--- config.mk ---
export PLATFORM = sky130hd
export DESIGN_NAME = scaled_glyph_column_renderer
export DESIGN_NICKNAME = d
export VERILOG_FILES = /design/src/rtl/core/sgcr_pkg.sv /design/src/rtl/core/sgcr_front.sv /design/src/rtl/core/sgcr_fifo.sv /design/src/rtl/core/sgcr_back.sv /design/src/rtl/core/scaled_glyph_column_renderer.sv
export VERILOG_INCLUDE_DIRS = /design/src /design/src/rtl/core
export SDC_FILE = /design/constraint.sdc
export NUM_CORES = 1
export LEC_CHECK = 0
export BUFFER_PORTS_ARGS = -buffer_cell sky130_fd_sc_hd__buf_2
export CORE_UTILIZATION = 50
export DETAILED_ROUTE_END_ITERATION = 8
export PLACE_DENSITY = 0.69
export SLEW_MARGIN = 20
export SYNTH_ARGS = -nofsm -noshare
export SYNTH_HDL_FRONTEND = slang
export SYNTH_SLANG_ARGS = --single-unit
--- constraint.sdc ---
create_clock -name clk -period 6.12 [get_ports clk]
set_input_delay 0.918 -clock clk [delete_from_list [all_inputs] [get_ports clk]]
set_output_delay 0.918 -clock clk [all_outputs]
set_load 0.01 [all_outputs]
--- src/rtl/core/scaled_glyph_column_renderer_assert.svh ---
// ----------------------------------------------------------------------------
// Assertion macros for the scaled glyph column renderer
// Clocked, reset-gated property checks used at the end of the back-end module.
// ----------------------------------------------------------------------------
`ifndef SCALED_GLYPH_COLUMN_RENDERER_ASSERT_SVH
`define SCALED_GLYPH_COLUMN_RENDERER_ASSERT_SVH

`ifndef ASSERT_OFF
// A property that must hold at every clock edge outside reset.
`define SGCR_ASSERT(lbl, clk, rst_n, prop, msg) \
  lbl: assert property (@(posedge clk) disable iff (!rst_n) (prop)) else $error(msg);
// A condition that must never be seen outside reset.
`define SGCR_ASSERT_NEVER(lbl, clk, rst_n, cond, msg) \
  lbl: assert property (@(posedge clk) disable iff (!rst_n) !(cond)) else $error(msg);
`else
`define SGCR_ASSERT(lbl, clk, rst_n, prop, msg)
`define SGCR_ASSERT_NEVER(lbl, clk, rst_n, cond, msg)
`endif

`endif

--- src/rtl/core/sgcr_pkg.sv ---
// ----------------------------------------------------------------------------
// sgcr_pkg
// Shared constants, register indexes and types of the glyph column renderer.
// ----------------------------------------------------------------------------
package sgcr_pkg;

  // Defaults of the top-level parameters.
  localparam int SCREEN_W_DEF      = 320;
  localparam int SCREEN_H_DEF      = 200;
  localparam int GLYPH_COLUMNS_DEF = 5;
  localparam int GLYPH_ROWS_DEF    = 8;
  localparam int MAX_SCALE_DEF     = 8;
  localparam int QUEUE_DEPTH_DEF   = 2;

  // Field widths.
  localparam int GLYPH_W  = 40;
  localparam int COORD_W  = 10;  // origin registers and on-screen x (screen up to 1024)
  localparam int SCALE_W  = 4;
  localparam int COLOR_W  = 8;
  localparam int POS_W    = 8;
  localparam int CNT_W    = 7;   // up to 8 columns times scale 8
  localparam int SUB_W    = 3;   // glyph column index and repeat counter
  localparam int MASK_W   = 64;
  localparam int COLX_W   = 9;
  localparam int ROWT_W   = 8;
  localparam int CFG_IDX_W = 2;
  localparam int CFG_DAT_W = 10;

  // Configuration register indexes.
  localparam logic [CFG_IDX_W-1:0] CFG_ORIGIN_X = 2'd0;
  localparam logic [CFG_IDX_W-1:0] CFG_ORIGIN_Y = 2'd1;
  localparam logic [CFG_IDX_W-1:0] CFG_SCALE    = 2'd2;
  localparam logic [CFG_IDX_W-1:0] CFG_INK      = 2'd3;

  localparam logic [COORD_W-1:0] ORIGIN_RST = '0;
  localparam logic [SCALE_W-1:0] SCALE_RST  = 4'd1;
  localparam logic [COLOR_W-1:0] INK_RST    = 8'd15;

  // One character that has at least one column to draw.
  typedef struct packed {
    logic [GLYPH_W-1:0] glyph;
    logic [COORD_W-1:0] start_x;
    logic [CNT_W-1:0]   n_cols;
  } col_job_t;

  typedef enum logic {
    BK_IDLE,
    BK_RUN
  } back_state_t;

endpackage

--- src/rtl/core/sgcr_front.sv ---
// ----------------------------------------------------------------------------
// sgcr_front
// Accepts characters, tracks the pen position and queues visible glyphs.
// ----------------------------------------------------------------------------
module sgcr_front #(
  parameter int SCREEN_W      = sgcr_pkg::SCREEN_W_DEF,
  parameter int SCREEN_H      = sgcr_pkg::SCREEN_H_DEF,
  parameter int GLYPH_COLUMNS = sgcr_pkg::GLYPH_COLUMNS_DEF
) (
  input  logic                             clk,
  input  logic                             rst_n,
  input  logic                             req_take,
  input  logic [sgcr_pkg::GLYPH_W-1:0]     glyph_bits,
  input  logic                             glyph_found,
  input  logic                             string_start,
  input  logic [sgcr_pkg::COORD_W-1:0]     origin_x,
  input  logic [sgcr_pkg::COORD_W-1:0]     origin_y,
  input  logic [sgcr_pkg::SCALE_W-1:0]     eff_scale,
  output logic                             push,
  output sgcr_pkg::col_job_t               job
);

  localparam int XS_W = sgcr_pkg::COORD_W + 1;
  localparam logic [XS_W-1:0] SW_X = XS_W'(SCREEN_W);
  localparam logic [XS_W-1:0] SH_X = XS_W'(SCREEN_H);
  localparam logic [sgcr_pkg::CNT_W-1:0] ADV_MUL  = sgcr_pkg::CNT_W'(GLYPH_COLUMNS + 1);
  localparam logic [sgcr_pkg::CNT_W-1:0] COLS_MUL = sgcr_pkg::CNT_W'(GLYPH_COLUMNS);
  localparam logic [sgcr_pkg::POS_W:0]   POS_SAT  = {1'b0, {sgcr_pkg::POS_W{1'b1}}};

  logic [sgcr_pkg::POS_W-1:0] char_pos_r, char_pos_nxt;
  logic [sgcr_pkg::POS_W-1:0] pos_base;
  logic [sgcr_pkg::CNT_W-1:0] advance;
  logic [sgcr_pkg::CNT_W-1:0] cols;
  logic [sgcr_pkg::POS_W:0]   pos_sum;
  logic [XS_W-1:0]            start_x;
  logic [XS_W-1:0]            room;
  logic                       visible;

  always_comb begin
    pos_base = string_start ? '0 : char_pos_r;
    advance  = sgcr_pkg::CNT_W'(ADV_MUL * sgcr_pkg::CNT_W'(eff_scale));
    cols     = sgcr_pkg::CNT_W'(COLS_MUL * sgcr_pkg::CNT_W'(eff_scale));
    pos_sum  = {1'b0, pos_base} + (sgcr_pkg::POS_W+1)'(advance);
    char_pos_nxt = (pos_sum > POS_SAT) ? POS_SAT[sgcr_pkg::POS_W-1:0]
                                       : pos_sum[sgcr_pkg::POS_W-1:0];
    start_x  = XS_W'(origin_x) + XS_W'(pos_base);
    room     = SW_X - start_x;
    // Columns run left to right, so the visible ones are a prefix.
    visible  = glyph_found && (XS_W'(origin_x) < SW_X) && (XS_W'(origin_y) < SH_X)
               && (start_x < SW_X);
    push     = req_take && visible;
    job.glyph   = glyph_bits;
    job.start_x = start_x[sgcr_pkg::COORD_W-1:0];
    job.n_cols  = (XS_W'(cols) < room) ? cols : room[sgcr_pkg::CNT_W-1:0];
  end

  always_ff @(posedge clk) begin
    if (!rst_n) begin
      char_pos_r <= '0;
    end else if (req_take) begin
      char_pos_r <= char_pos_nxt;
    end
  end

endmodule

--- src/rtl/core/sgcr_fifo.sv ---
// ----------------------------------------------------------------------------
// sgcr_fifo
// Short first-word-fall-through queue of glyph jobs between front and back.
// ----------------------------------------------------------------------------
module sgcr_fifo #(
  parameter int DEPTH = sgcr_pkg::QUEUE_DEPTH_DEF
) (
  input  logic               clk,
  input  logic               rst_n,
  input  logic               push,
  input  sgcr_pkg::col_job_t push_job,
  input  logic               pop,
  output logic               full,
  output logic               not_empty,
  output sgcr_pkg::col_job_t head_job
);

  // DEPTH must be a power of two of at least two, so the pointers wrap naturally; not checked here.
  localparam int PTR_W = $clog2(DEPTH);
  localparam int CNT_W = $clog2(DEPTH + 1);
  localparam logic [CNT_W-1:0] CNT_FULL = CNT_W'(DEPTH);

  sgcr_pkg::col_job_t     entry_r [DEPTH];
  logic [PTR_W-1:0]       wr_ptr_r, rd_ptr_r;
  logic [CNT_W-1:0]       cnt_r, cnt_nxt;

  assign full      = (cnt_r == CNT_FULL);
  assign not_empty = (cnt_r != '0);
  assign head_job  = entry_r[rd_ptr_r];

  always_comb begin
    cnt_nxt = cnt_r;
    if (push && !pop) begin
      cnt_nxt = cnt_r + CNT_W'(1);
    end else if (pop && !push) begin
      cnt_nxt = cnt_r - CNT_W'(1);
    end
  end

  always_ff @(posedge clk) begin
    if (!rst_n) begin
      wr_ptr_r <= '0;
      rd_ptr_r <= '0;
      cnt_r    <= '0;
    end else begin
      if (push) begin
        wr_ptr_r <= wr_ptr_r + PTR_W'(1);
      end
      if (pop) begin
        rd_ptr_r <= rd_ptr_r + PTR_W'(1);
      end
      cnt_r <= cnt_nxt;
    end
  end

  always_ff @(posedge clk) begin
    if (push) begin
      entry_r[wr_ptr_r] <= push_job;
    end
  end

endmodule

--- src/rtl/core/sgcr_back.sv ---
// ----------------------------------------------------------------------------
// sgcr_back
// Steps through the screen columns of one queued glyph, one column per cycle while the output slot is free.
// ----------------------------------------------------------------------------
`include "scaled_glyph_column_renderer_assert.svh"

module sgcr_back #(
  parameter int SCREEN_W   = sgcr_pkg::SCREEN_W_DEF,
  parameter int SCREEN_H   = sgcr_pkg::SCREEN_H_DEF,
  parameter int GLYPH_ROWS = sgcr_pkg::GLYPH_ROWS_DEF,
  parameter int MAX_SCALE  = sgcr_pkg::MAX_SCALE_DEF
) (
  input  logic                          clk,
  input  logic                          rst_n,
  input  logic                          job_valid,
  input  sgcr_pkg::col_job_t            job,
  output logic                          job_pop,
  input  logic [sgcr_pkg::COORD_W-1:0]  origin_y,
  input  logic [sgcr_pkg::SCALE_W-1:0]  eff_scale,
  input  logic [sgcr_pkg::COLOR_W-1:0]  ink_color,
  output logic                          out_valid,
  input  logic                          out_ready,
  output logic [sgcr_pkg::COLX_W-1:0]   out_column_x,
  output logic [sgcr_pkg::ROWT_W-1:0]   out_row_top,
  output logic [sgcr_pkg::MASK_W-1:0]   out_pixel_mask,
  output logic [sgcr_pkg::COLOR_W-1:0]  out_pixel_color,
  output logic                          out_last
);

  localparam int MW   = sgcr_pkg::MASK_W;
  localparam int XS_W = sgcr_pkg::COORD_W + 1;
  localparam logic [XS_W-1:0] SH_X = XS_W'(SCREEN_H);
  localparam logic [XS_W-1:0] SW_X = XS_W'(SCREEN_W);
  localparam logic [sgcr_pkg::CNT_W-1:0] ROWS_MUL = sgcr_pkg::CNT_W'(GLYPH_ROWS);

  sgcr_pkg::back_state_t state_r, state_nxt;

  logic [sgcr_pkg::GLYPH_W-1:0] glyph_r;
  logic [sgcr_pkg::COORD_W-1:0] start_x_r;
  logic [sgcr_pkg::CNT_W-1:0]   n_cols_r;
  logic [sgcr_pkg::CNT_W-1:0]   cx_r, cx_nxt;
  logic [sgcr_pkg::SUB_W-1:0]   px_r, px_nxt;
  logic [sgcr_pkg::SUB_W-1:0]   rep_r, rep_nxt;

  logic                         out_valid_r, out_valid_nxt;
  logic [sgcr_pkg::COLX_W-1:0]  column_x_r;
  logic [sgcr_pkg::ROWT_W-1:0]  row_top_r;
  logic [MW-1:0]                mask_r;
  logic [sgcr_pkg::COLOR_W-1:0] color_r;
  logic                         last_r;

  logic                         load;
  logic                         emit;
  logic                         slot_free;
  logic                         is_last_col;
  logic [MW-1:0]                glyph_ext;
  logic [7:0]                   gcol;
  logic [MAX_SCALE-1:0][MW-1:0] expand;
  logic [MW-1:0]                scaled;
  logic [MW-1:0]                row_ok;
  logic [sgcr_pkg::CNT_W-1:0]   rows_lim;
  logic [XS_W-1:0]              h_room;
  logic [XS_W-1:0]              col_sum;

  assign slot_free   = !out_valid_r || out_ready;
  assign is_last_col = (cx_r == n_cols_r - sgcr_pkg::CNT_W'(1));
  assign glyph_ext   = MW'(glyph_r);
  assign gcol        = glyph_ext[8*px_r +: 8];
  assign col_sum     = XS_W'(start_x_r) + XS_W'(cx_r);

  // Each scale has its own fixed row replication; the live one is picked below.
  for (genvar s = 1; s <= MAX_SCALE; s++) begin : g_scale
    for (genvar y = 0; y < MW; y++) begin : g_row
      localparam int SRC = y / s;
      if (y < GLYPH_ROWS * s) begin : g_on
        assign expand[s-1][y] = gcol[SRC];
      end else begin : g_off
        assign expand[s-1][y] = 1'b0;
      end
    end
  end

  always_comb begin
    scaled = '0;
    for (int s = 1; s <= MAX_SCALE; s++) begin
      if (eff_scale == sgcr_pkg::SCALE_W'(s)) begin
        scaled = expand[s-1];
      end
    end
  end

  // Rows beyond the scaled glyph height or below the screen bottom are dropped from the mask.
  always_comb begin
    rows_lim = sgcr_pkg::CNT_W'(ROWS_MUL * sgcr_pkg::CNT_W'(eff_scale));
    h_room   = SH_X - XS_W'(origin_y);
    for (int y = 0; y < MW; y++) begin
      row_ok[y] = (sgcr_pkg::CNT_W'(y) < rows_lim) && (XS_W'(y) < h_room);
    end
  end

  // Next state.
  always_comb begin
    state_nxt = state_r;
    case (state_r)
      sgcr_pkg::BK_IDLE: begin
        if (job_valid) begin
          state_nxt = sgcr_pkg::BK_RUN;
        end
      end
      sgcr_pkg::BK_RUN: begin
        if (slot_free && is_last_col) begin
          state_nxt = sgcr_pkg::BK_IDLE;
        end
      end
      default: state_nxt = sgcr_pkg::BK_IDLE;
    endcase
  end

  // Outputs and counter updates.
  always_comb begin
    load    = 1'b0;
    emit    = 1'b0;
    cx_nxt  = cx_r;
    px_nxt  = px_r;
    rep_nxt = rep_r;
    case (state_r)
      sgcr_pkg::BK_IDLE: begin
        load    = job_valid;
        cx_nxt  = '0;
        px_nxt  = '0;
        rep_nxt = '0;
      end
      sgcr_pkg::BK_RUN: begin
        emit = slot_free;
        if (slot_free) begin
          cx_nxt = cx_r + sgcr_pkg::CNT_W'(1);
          if (rep_r == sgcr_pkg::SUB_W'(eff_scale - sgcr_pkg::SCALE_W'(1))) begin
            rep_nxt = '0;
            px_nxt  = px_r + sgcr_pkg::SUB_W'(1);
          end else begin
            rep_nxt = rep_r + sgcr_pkg::SUB_W'(1);
          end
        end
      end
      default: begin
        load = 1'b0;
      end
    endcase
    out_valid_nxt = emit || (out_valid_r && !out_ready);
  end

  assign job_pop = load;

  always_ff @(posedge clk) begin
    if (!rst_n) begin
      state_r     <= sgcr_pkg::BK_IDLE;
      out_valid_r <= 1'b0;
      cx_r        <= '0;
      px_r        <= '0;
      rep_r       <= '0;
    end else begin
      state_r     <= state_nxt;
      out_valid_r <= out_valid_nxt;
      cx_r        <= cx_nxt;
      px_r        <= px_nxt;
      rep_r       <= rep_nxt;
    end
  end

  always_ff @(posedge clk) begin
    if (load) begin
      glyph_r   <= job.glyph;
      start_x_r <= job.start_x;
      n_cols_r  <= job.n_cols;
    end
    if (emit) begin
      column_x_r <= col_sum[sgcr_pkg::COLX_W-1:0];
      row_top_r  <= origin_y[sgcr_pkg::ROWT_W-1:0];
      mask_r     <= scaled & row_ok;
      color_r    <= ink_color;
      last_r     <= is_last_col;
    end
  end

  assign out_valid       = out_valid_r;
  assign out_column_x    = column_x_r;
  assign out_row_top     = row_top_r;
  assign out_pixel_mask  = mask_r;
  assign out_pixel_color = color_r;
  assign out_last        = last_r;

  `SGCR_ASSERT(a_cx_in_range, clk, rst_n, (state_r != sgcr_pkg::BK_RUN) || (cx_r < n_cols_r), "column counter ran past the column count")
  `SGCR_ASSERT(a_last_ends_job, clk, rst_n, emit && is_last_col |=> state_r == sgcr_pkg::BK_IDLE, "back end did not finish after the last column")
  `SGCR_ASSERT_NEVER(a_col_off_screen, clk, rst_n, emit && (col_sum >= SW_X), "emitted a column beyond the screen edge")

endmodule

--- src/rtl/core/scaled_glyph_column_renderer.sv ---
// ----------------------------------------------------------------------------
// scaled_glyph_column_renderer
// Renders scaled glyph bitmaps as a stream of screen columns with row masks.
// ----------------------------------------------------------------------------
//  Channel | Direction | Handshake          | Carries
//  in_     | input     | in_valid/in_ready  | glyph bits, found and start flags
//  out_    | output    | out_valid/out_ready| column x, top row, mask, color, last
//  cfg_    | input     | cfg_we             | origin x/y, scale, ink color
//
// In the back end, a character that draws n on-screen columns is first loaded
// from the queue, then sent one column per cycle while the output slot is free,
// up to GLYPH_COLUMNS * MAX_SCALE columns; the next is loaded after the last.
// Characters that draw nothing advance the pen in the front end only.
// The front end keeps accepting while the QUEUE_DEPTH-entry queue has room, and the
// output register lets the back end finish a column while out_ready is low.
// Reset is synchronous; it clears the pen position and queue and sets the configuration to its defaults.
// ----------------------------------------------------------------------------
module scaled_glyph_column_renderer #(
  parameter int SCREEN_W      = sgcr_pkg::SCREEN_W_DEF,
  parameter int SCREEN_H      = sgcr_pkg::SCREEN_H_DEF,
  parameter int GLYPH_COLUMNS = sgcr_pkg::GLYPH_COLUMNS_DEF,
  parameter int GLYPH_ROWS    = sgcr_pkg::GLYPH_ROWS_DEF,
  parameter int MAX_SCALE     = sgcr_pkg::MAX_SCALE_DEF,
  parameter int QUEUE_DEPTH   = sgcr_pkg::QUEUE_DEPTH_DEF
) (
  input  logic                             clk,
  input  logic                             rst_n,
  input  logic                             in_valid,
  output logic                             in_ready,
  input  logic [sgcr_pkg::GLYPH_W-1:0]     in_glyph_bits,
  input  logic                             in_glyph_found,
  input  logic                             in_string_start,
  output logic                             out_valid,
  input  logic                             out_ready,
  output logic [sgcr_pkg::COLX_W-1:0]      out_column_x,
  output logic [sgcr_pkg::ROWT_W-1:0]      out_row_top,
  output logic [sgcr_pkg::MASK_W-1:0]      out_pixel_mask,
  output logic [sgcr_pkg::COLOR_W-1:0]     out_pixel_color,
  output logic                             out_last,
  input  logic                             cfg_we,
  input  logic [sgcr_pkg::CFG_IDX_W-1:0]   cfg_index,
  input  logic [sgcr_pkg::CFG_DAT_W-1:0]   cfg_wdata
);

  localparam logic [sgcr_pkg::SCALE_W-1:0] SCALE_MAX = sgcr_pkg::SCALE_W'(MAX_SCALE);

  logic [sgcr_pkg::COORD_W-1:0] origin_x_r;
  logic [sgcr_pkg::COORD_W-1:0] origin_y_r;
  logic [sgcr_pkg::SCALE_W-1:0] scale_r;
  logic [sgcr_pkg::COLOR_W-1:0] ink_r;
  logic [sgcr_pkg::SCALE_W-1:0] eff_scale;

  logic               req_take;
  logic               push;
  logic               pop;
  logic               full;
  logic               not_empty;
  sgcr_pkg::col_job_t push_job;
  sgcr_pkg::col_job_t head_job;

  always_ff @(posedge clk) begin
    if (!rst_n) begin
      origin_x_r <= sgcr_pkg::ORIGIN_RST;
      origin_y_r <= sgcr_pkg::ORIGIN_RST;
      scale_r    <= sgcr_pkg::SCALE_RST;
      ink_r      <= sgcr_pkg::INK_RST;
    end else if (cfg_we) begin
      case (cfg_index)
        sgcr_pkg::CFG_ORIGIN_X: origin_x_r <= cfg_wdata;
        sgcr_pkg::CFG_ORIGIN_Y: origin_y_r <= cfg_wdata;
        sgcr_pkg::CFG_SCALE:    scale_r    <= cfg_wdata[sgcr_pkg::SCALE_W-1:0];
        sgcr_pkg::CFG_INK:      ink_r      <= cfg_wdata[sgcr_pkg::COLOR_W-1:0];
        default: ;
      endcase
    end
  end

  // A scale of zero draws at one; anything above the maximum is clamped.
  always_comb begin
    if (scale_r == '0) begin
      eff_scale = sgcr_pkg::SCALE_W'(1);
    end else if (scale_r > SCALE_MAX) begin
      eff_scale = SCALE_MAX;
    end else begin
      eff_scale = scale_r;
    end
  end

  assign in_ready = !full;
  assign req_take = in_valid && in_ready;

  sgcr_front #(
    .SCREEN_W      (SCREEN_W),
    .SCREEN_H      (SCREEN_H),
    .GLYPH_COLUMNS (GLYPH_COLUMNS)
  ) u_front (
    .clk          (clk),
    .rst_n        (rst_n),
    .req_take     (req_take),
    .glyph_bits   (in_glyph_bits),
    .glyph_found  (in_glyph_found),
    .string_start (in_string_start),
    .origin_x     (origin_x_r),
    .origin_y     (origin_y_r),
    .eff_scale    (eff_scale),
    .push         (push),
    .job          (push_job)
  );

  sgcr_fifo #(
    .DEPTH (QUEUE_DEPTH)
  ) u_fifo (
    .clk       (clk),
    .rst_n     (rst_n),
    .push      (push),
    .push_job  (push_job),
    .pop       (pop),
    .full      (full),
    .not_empty (not_empty),
    .head_job  (head_job)
  );

  sgcr_back #(
    .SCREEN_W   (SCREEN_W),
    .SCREEN_H   (SCREEN_H),
    .GLYPH_ROWS (GLYPH_ROWS),
    .MAX_SCALE  (MAX_SCALE)
  ) u_back (
    .clk             (clk),
    .rst_n           (rst_n),
    .job_valid       (not_empty),
    .job             (head_job),
    .job_pop         (pop),
    .origin_y        (origin_y_r),
    .eff_scale       (eff_scale),
    .ink_color       (ink_r),
    .out_valid       (out_valid),
    .out_ready       (out_ready),
    .out_column_x    (out_column_x),
    .out_row_top     (out_row_top),
    .out_pixel_mask  (out_pixel_mask),
    .out_pixel_color (out_pixel_color),
    .out_last        (out_last)
  );

endmodule
==> metrics <==
Starting DRT DRC Count=819; setup bufs post-CTS=0; worst setup margin=1.70 ns; Num CTS Buffers=31; Mapped Cells=1121; vias in the first global route=8769; NetSw=1.80 mW; Tmin final=4.42 ns; final wirelength=30300 um; IO Port Bufs=150; DR vias/cell=5.62; fin cells=1672; Post-synth EDFFs=258; post-detailed-route wirelength per cell=18.1 um; Worst R2R End=u_fifo.entry_r[0][6]$_DFFE_PP_; chip width=172 um; worst path required time=6.43 ns; share of the synthesized area in the top cell type=53.6%; Slew @ Worst Pin=1.03 ns; Hold Path Depth=0; top cells by area, synth=edfxtp_1, dfxtp_1, mux2_2, ha_1, a21oi_1; kind of critical path=in -> reg; HPWL Detailed=20900 um; first-pass GRT wire length=47200 um; leading area contributor after synthesis=edfxtp_1; type of origin of the critical path=input port; nets=1378; die area=29600 um^2; Die Y-Extent=172 um; Power Density=377 nW/um^2; worst path arrival time=4.74 ns; sw frac=28.6%; Max VDD drop=0.278 mV; syn_area_per_cell=12.9 um^2; pre-CTS setup slack=1.19 ns; reg2reg start=u_front.char_pos_r[0]$_SDFFE_PN0P_; Post-synth ARST share=0%; cts repair resizes=0; routability-driven placement congestion ratio=0.915; largest fanout on the critical path=10; Vias=9392; clock network fraction of total power=30.0%; hold worst-path end=u_back.out_pixel_color[7]$_DFFE_PP_; Worst Hold Class=reg -> reg; Crit path largest cell delay=0.56 ns; Internal Pwr Total=4.48 mW; hold violation total from the final report=0; Clock Skews=0.0240 ns; DRC=0; Critical Path, Cell by Cell=buf_2 > nor2b_1 > ha_1 > inv_1 > fa_1 > nor2b_1 > o22ai_1 > xnor2_1 > nor3_2 > nand2b_1 > ha_1 > or3_1 > nor3_1 > a21oi_1 > o21bai_1 > a211o_1 > mux2_4; Pwr Total=6.28 mW; Antenna Nets Post-Route=0; First-pass DRT Iterations=5; hold buffers post-CTS=0; status=finished, final reports clean; post-route design area=16600 um^2; Synthesis Warnings=0; clock latency on the worst-skew pair=0.58 ns; final setup fails=0; CTS Sinks=317; Distinct cells, synth=73; Logic pwr share=21.9%; RSZ-0062 raised after global routing=false; total grt overflow=0; Yosys reg bits=317; CP max-delay cell=xnor2_1; register share of total power=48.1%; initial core utilization=51.5%; sequential fraction of the synthesis area=61.7%; Core Region=28100 um^2; Slew Viols, Final=0; H-tree depth=1; Layout area overhead=15.1%; syn nets=1230; ANT cells=0; I/O pin count=151; Placed Area=15600 um^2; GRT Util Overall=20.5%; Leak Pwr=6.29 nW; Fin Setup TNS=0 ns; Max Fclk=226 MHz; FP Rows=61; pin count of the biggest net entering global routing=76; share of layout cells above drive strength 1=22.2%; Max-Cap Viols=0; flop-to-flop setup slack=1.86 ns; Post-Route Utilization=59.2%; crit share post-route=72.3%; CP endpoint kind=flop; # fillers=2286; clk root buf=clkbuf_16; Max Buffers Root-to-Sink=3; initial antenna violation count=0; clock slew at reported path FFs=0.06 ns; worst min-delay path startpoint=ink_r[7]$_SDFFE_PN0P_; CTS tree=done; worst relative slew slack=30.4%; Mapped Area=14500 um^2; worst r2r path cells=16; Placed Cells=1612; most used flip-flop cell after synthesis=edfxtp_1; Fin Hold WS=0.429 ns
[registers in the layout, indices dropped and copies added (netlist names), 9 cells and up]
register and cells:
origin_x_r 10, origin_y_r 10, u_back.glyph_r 40, u_back.out_column_x 9, u_back.out_pixel_mask 64, u_back.start_x_r 9
u_fifo.entry_r 112
[critical path: cells and delay by family]
kind / cells / cell delay [ns]
AOI/OAI and AO/OA: 4 / 0.70
xor gates and xnor gates: 1 / 0.56
adders and majority gates: 3 / 0.78
buffers and inverters: 2 / 0.22
muxes: 1 / 0.34
and+or+nand+nor: 6 / 1.20
[power by group through the flow]
stage	combinational (mW)	clock, mW	sequential (mW)
final	1.37	1.89	3.02
after global routing	1.51	1.99	3.06
after detailed placement	1.37	0	3.07
after CTS	1.37	1.92	3.02
after global placement	1.35	0	3.06
after floorplan	0.835	0	3.14
[metal layers]
| metal | part of all wire [%] | wire length, um | vias up | track usage (%) |
|---|---|---|---|---|
| met1 | 46 | 13900 | 4502 | 28.9 |
| met4 | 2.1 | 643 | 0 | 5.50 |
| met2 | 46 | 13900 | 349 | 33.3 |
| li1 | - | - | 4492 | - |
| met3 | 5.9 | 1800 | 49 | 2.77 |
| met5 | 0 | 0 | - | 0 |
[worst max-delay path by stage]
stage | startpoint | to | slack, ns | cells past startpoint
2_1_floorplan | in_string_start | u_fifo.entry_r[1][0]$_DFFE_PP_ | 0.94 | 12
3_3_place_gp | in_string_start | u_fifo.entry_r[0][6]$_DFFE_PP_ | 1.32 | 17
3_5_place_dp | in_string_start | u_fifo.entry_r[0][6]$_DFFE_PP_ | 1.19 | 17
4_1_cts | in_string_start | u_fifo.entry_r[0][6]$_DFFE_PP_ | 1.75 | 17
5_1_grt | in_string_start | u_fifo.entry_r[1][6]$_DFFE_PP_ | 1.41 | 17
6_report | in_string_start | u_fifo.entry_r[0][6]$_DFFE_PP_ | 1.70 | 17
[cell type report]
cell class / count / area [um^2] / area share (%)
Inverter: 43 / 161 / 0.970
Sequential cell: 317 / 8930 / 53.7
Clock buffer: 45 / 868 / 5.22
Tap cell: 378 / 473 / 2.84
Multi-Input combinational cell: 715 / 5200 / 31.2
Clock inverter: 13 / 150 / 0.902
Timing Repair Buffer: 161 / 858 / 5.16
[cells by family after synthesis]
group	Yosys count	synth area share, %
DFF	317	61.7
and+or+nand+nor	272	9.55
AOI/OAI and AO/OA	243	10.6
muxes	96	7.86
buffers and inverters	89	2.39
xor gates and xnor gates	54	3.32
adders and majority gates	50	4.59
[layout by cell type, fill, tap and decap left out, types with 10 or more instances in the layout]
| cell type | instances |
|---|---|
| a21oi_1 | 85 |
| o21ai_1 | 18 |
| inv_1 | 40 |
| a211oi_1 | 11 |
| o21ai_0 | 38 |
| ha_1 | 45 |
| mux2_2 | 56 |
| mux2i_1 | 31 |
| and2_1 | 11 |
| dfxtp_1 | 58 |
| nor3_1 | 22 |
| o211ai_1 | 13 |
| clkbuf_16 | 31 |
| xnor2_1 | 30 |
| xor2_1 | 23 |
| nand3_1 | 17 |
| nor2_1 | 57 |
| edfxtp_1 | 258 |
| buf_2 | 150 |
| clkbuf_1 | 10 |
| nor2b_1 | 40 |
| nand2_1 | 72 |
[cell usage after synthesis, drive strengths merged (6+ instances only)]
library cell    n
and2           13
nor2           57
nand2b          8
a21boi          8
xnor2          31
inv            41
ha             45
xor2           23
clkbuf         41
or3             6
o21ai          56
nor3           24
o211ai         13
o21a            7
nor2b          40
nand3          17
a21oi          85
a211oi         12
nand3b          6
edfxtp        258
nor4            8
mux4            8
a21o            8
mux2i          31
nand2          72
mux2           57
dfxtp          59
(Power assumes the default switching activity.)
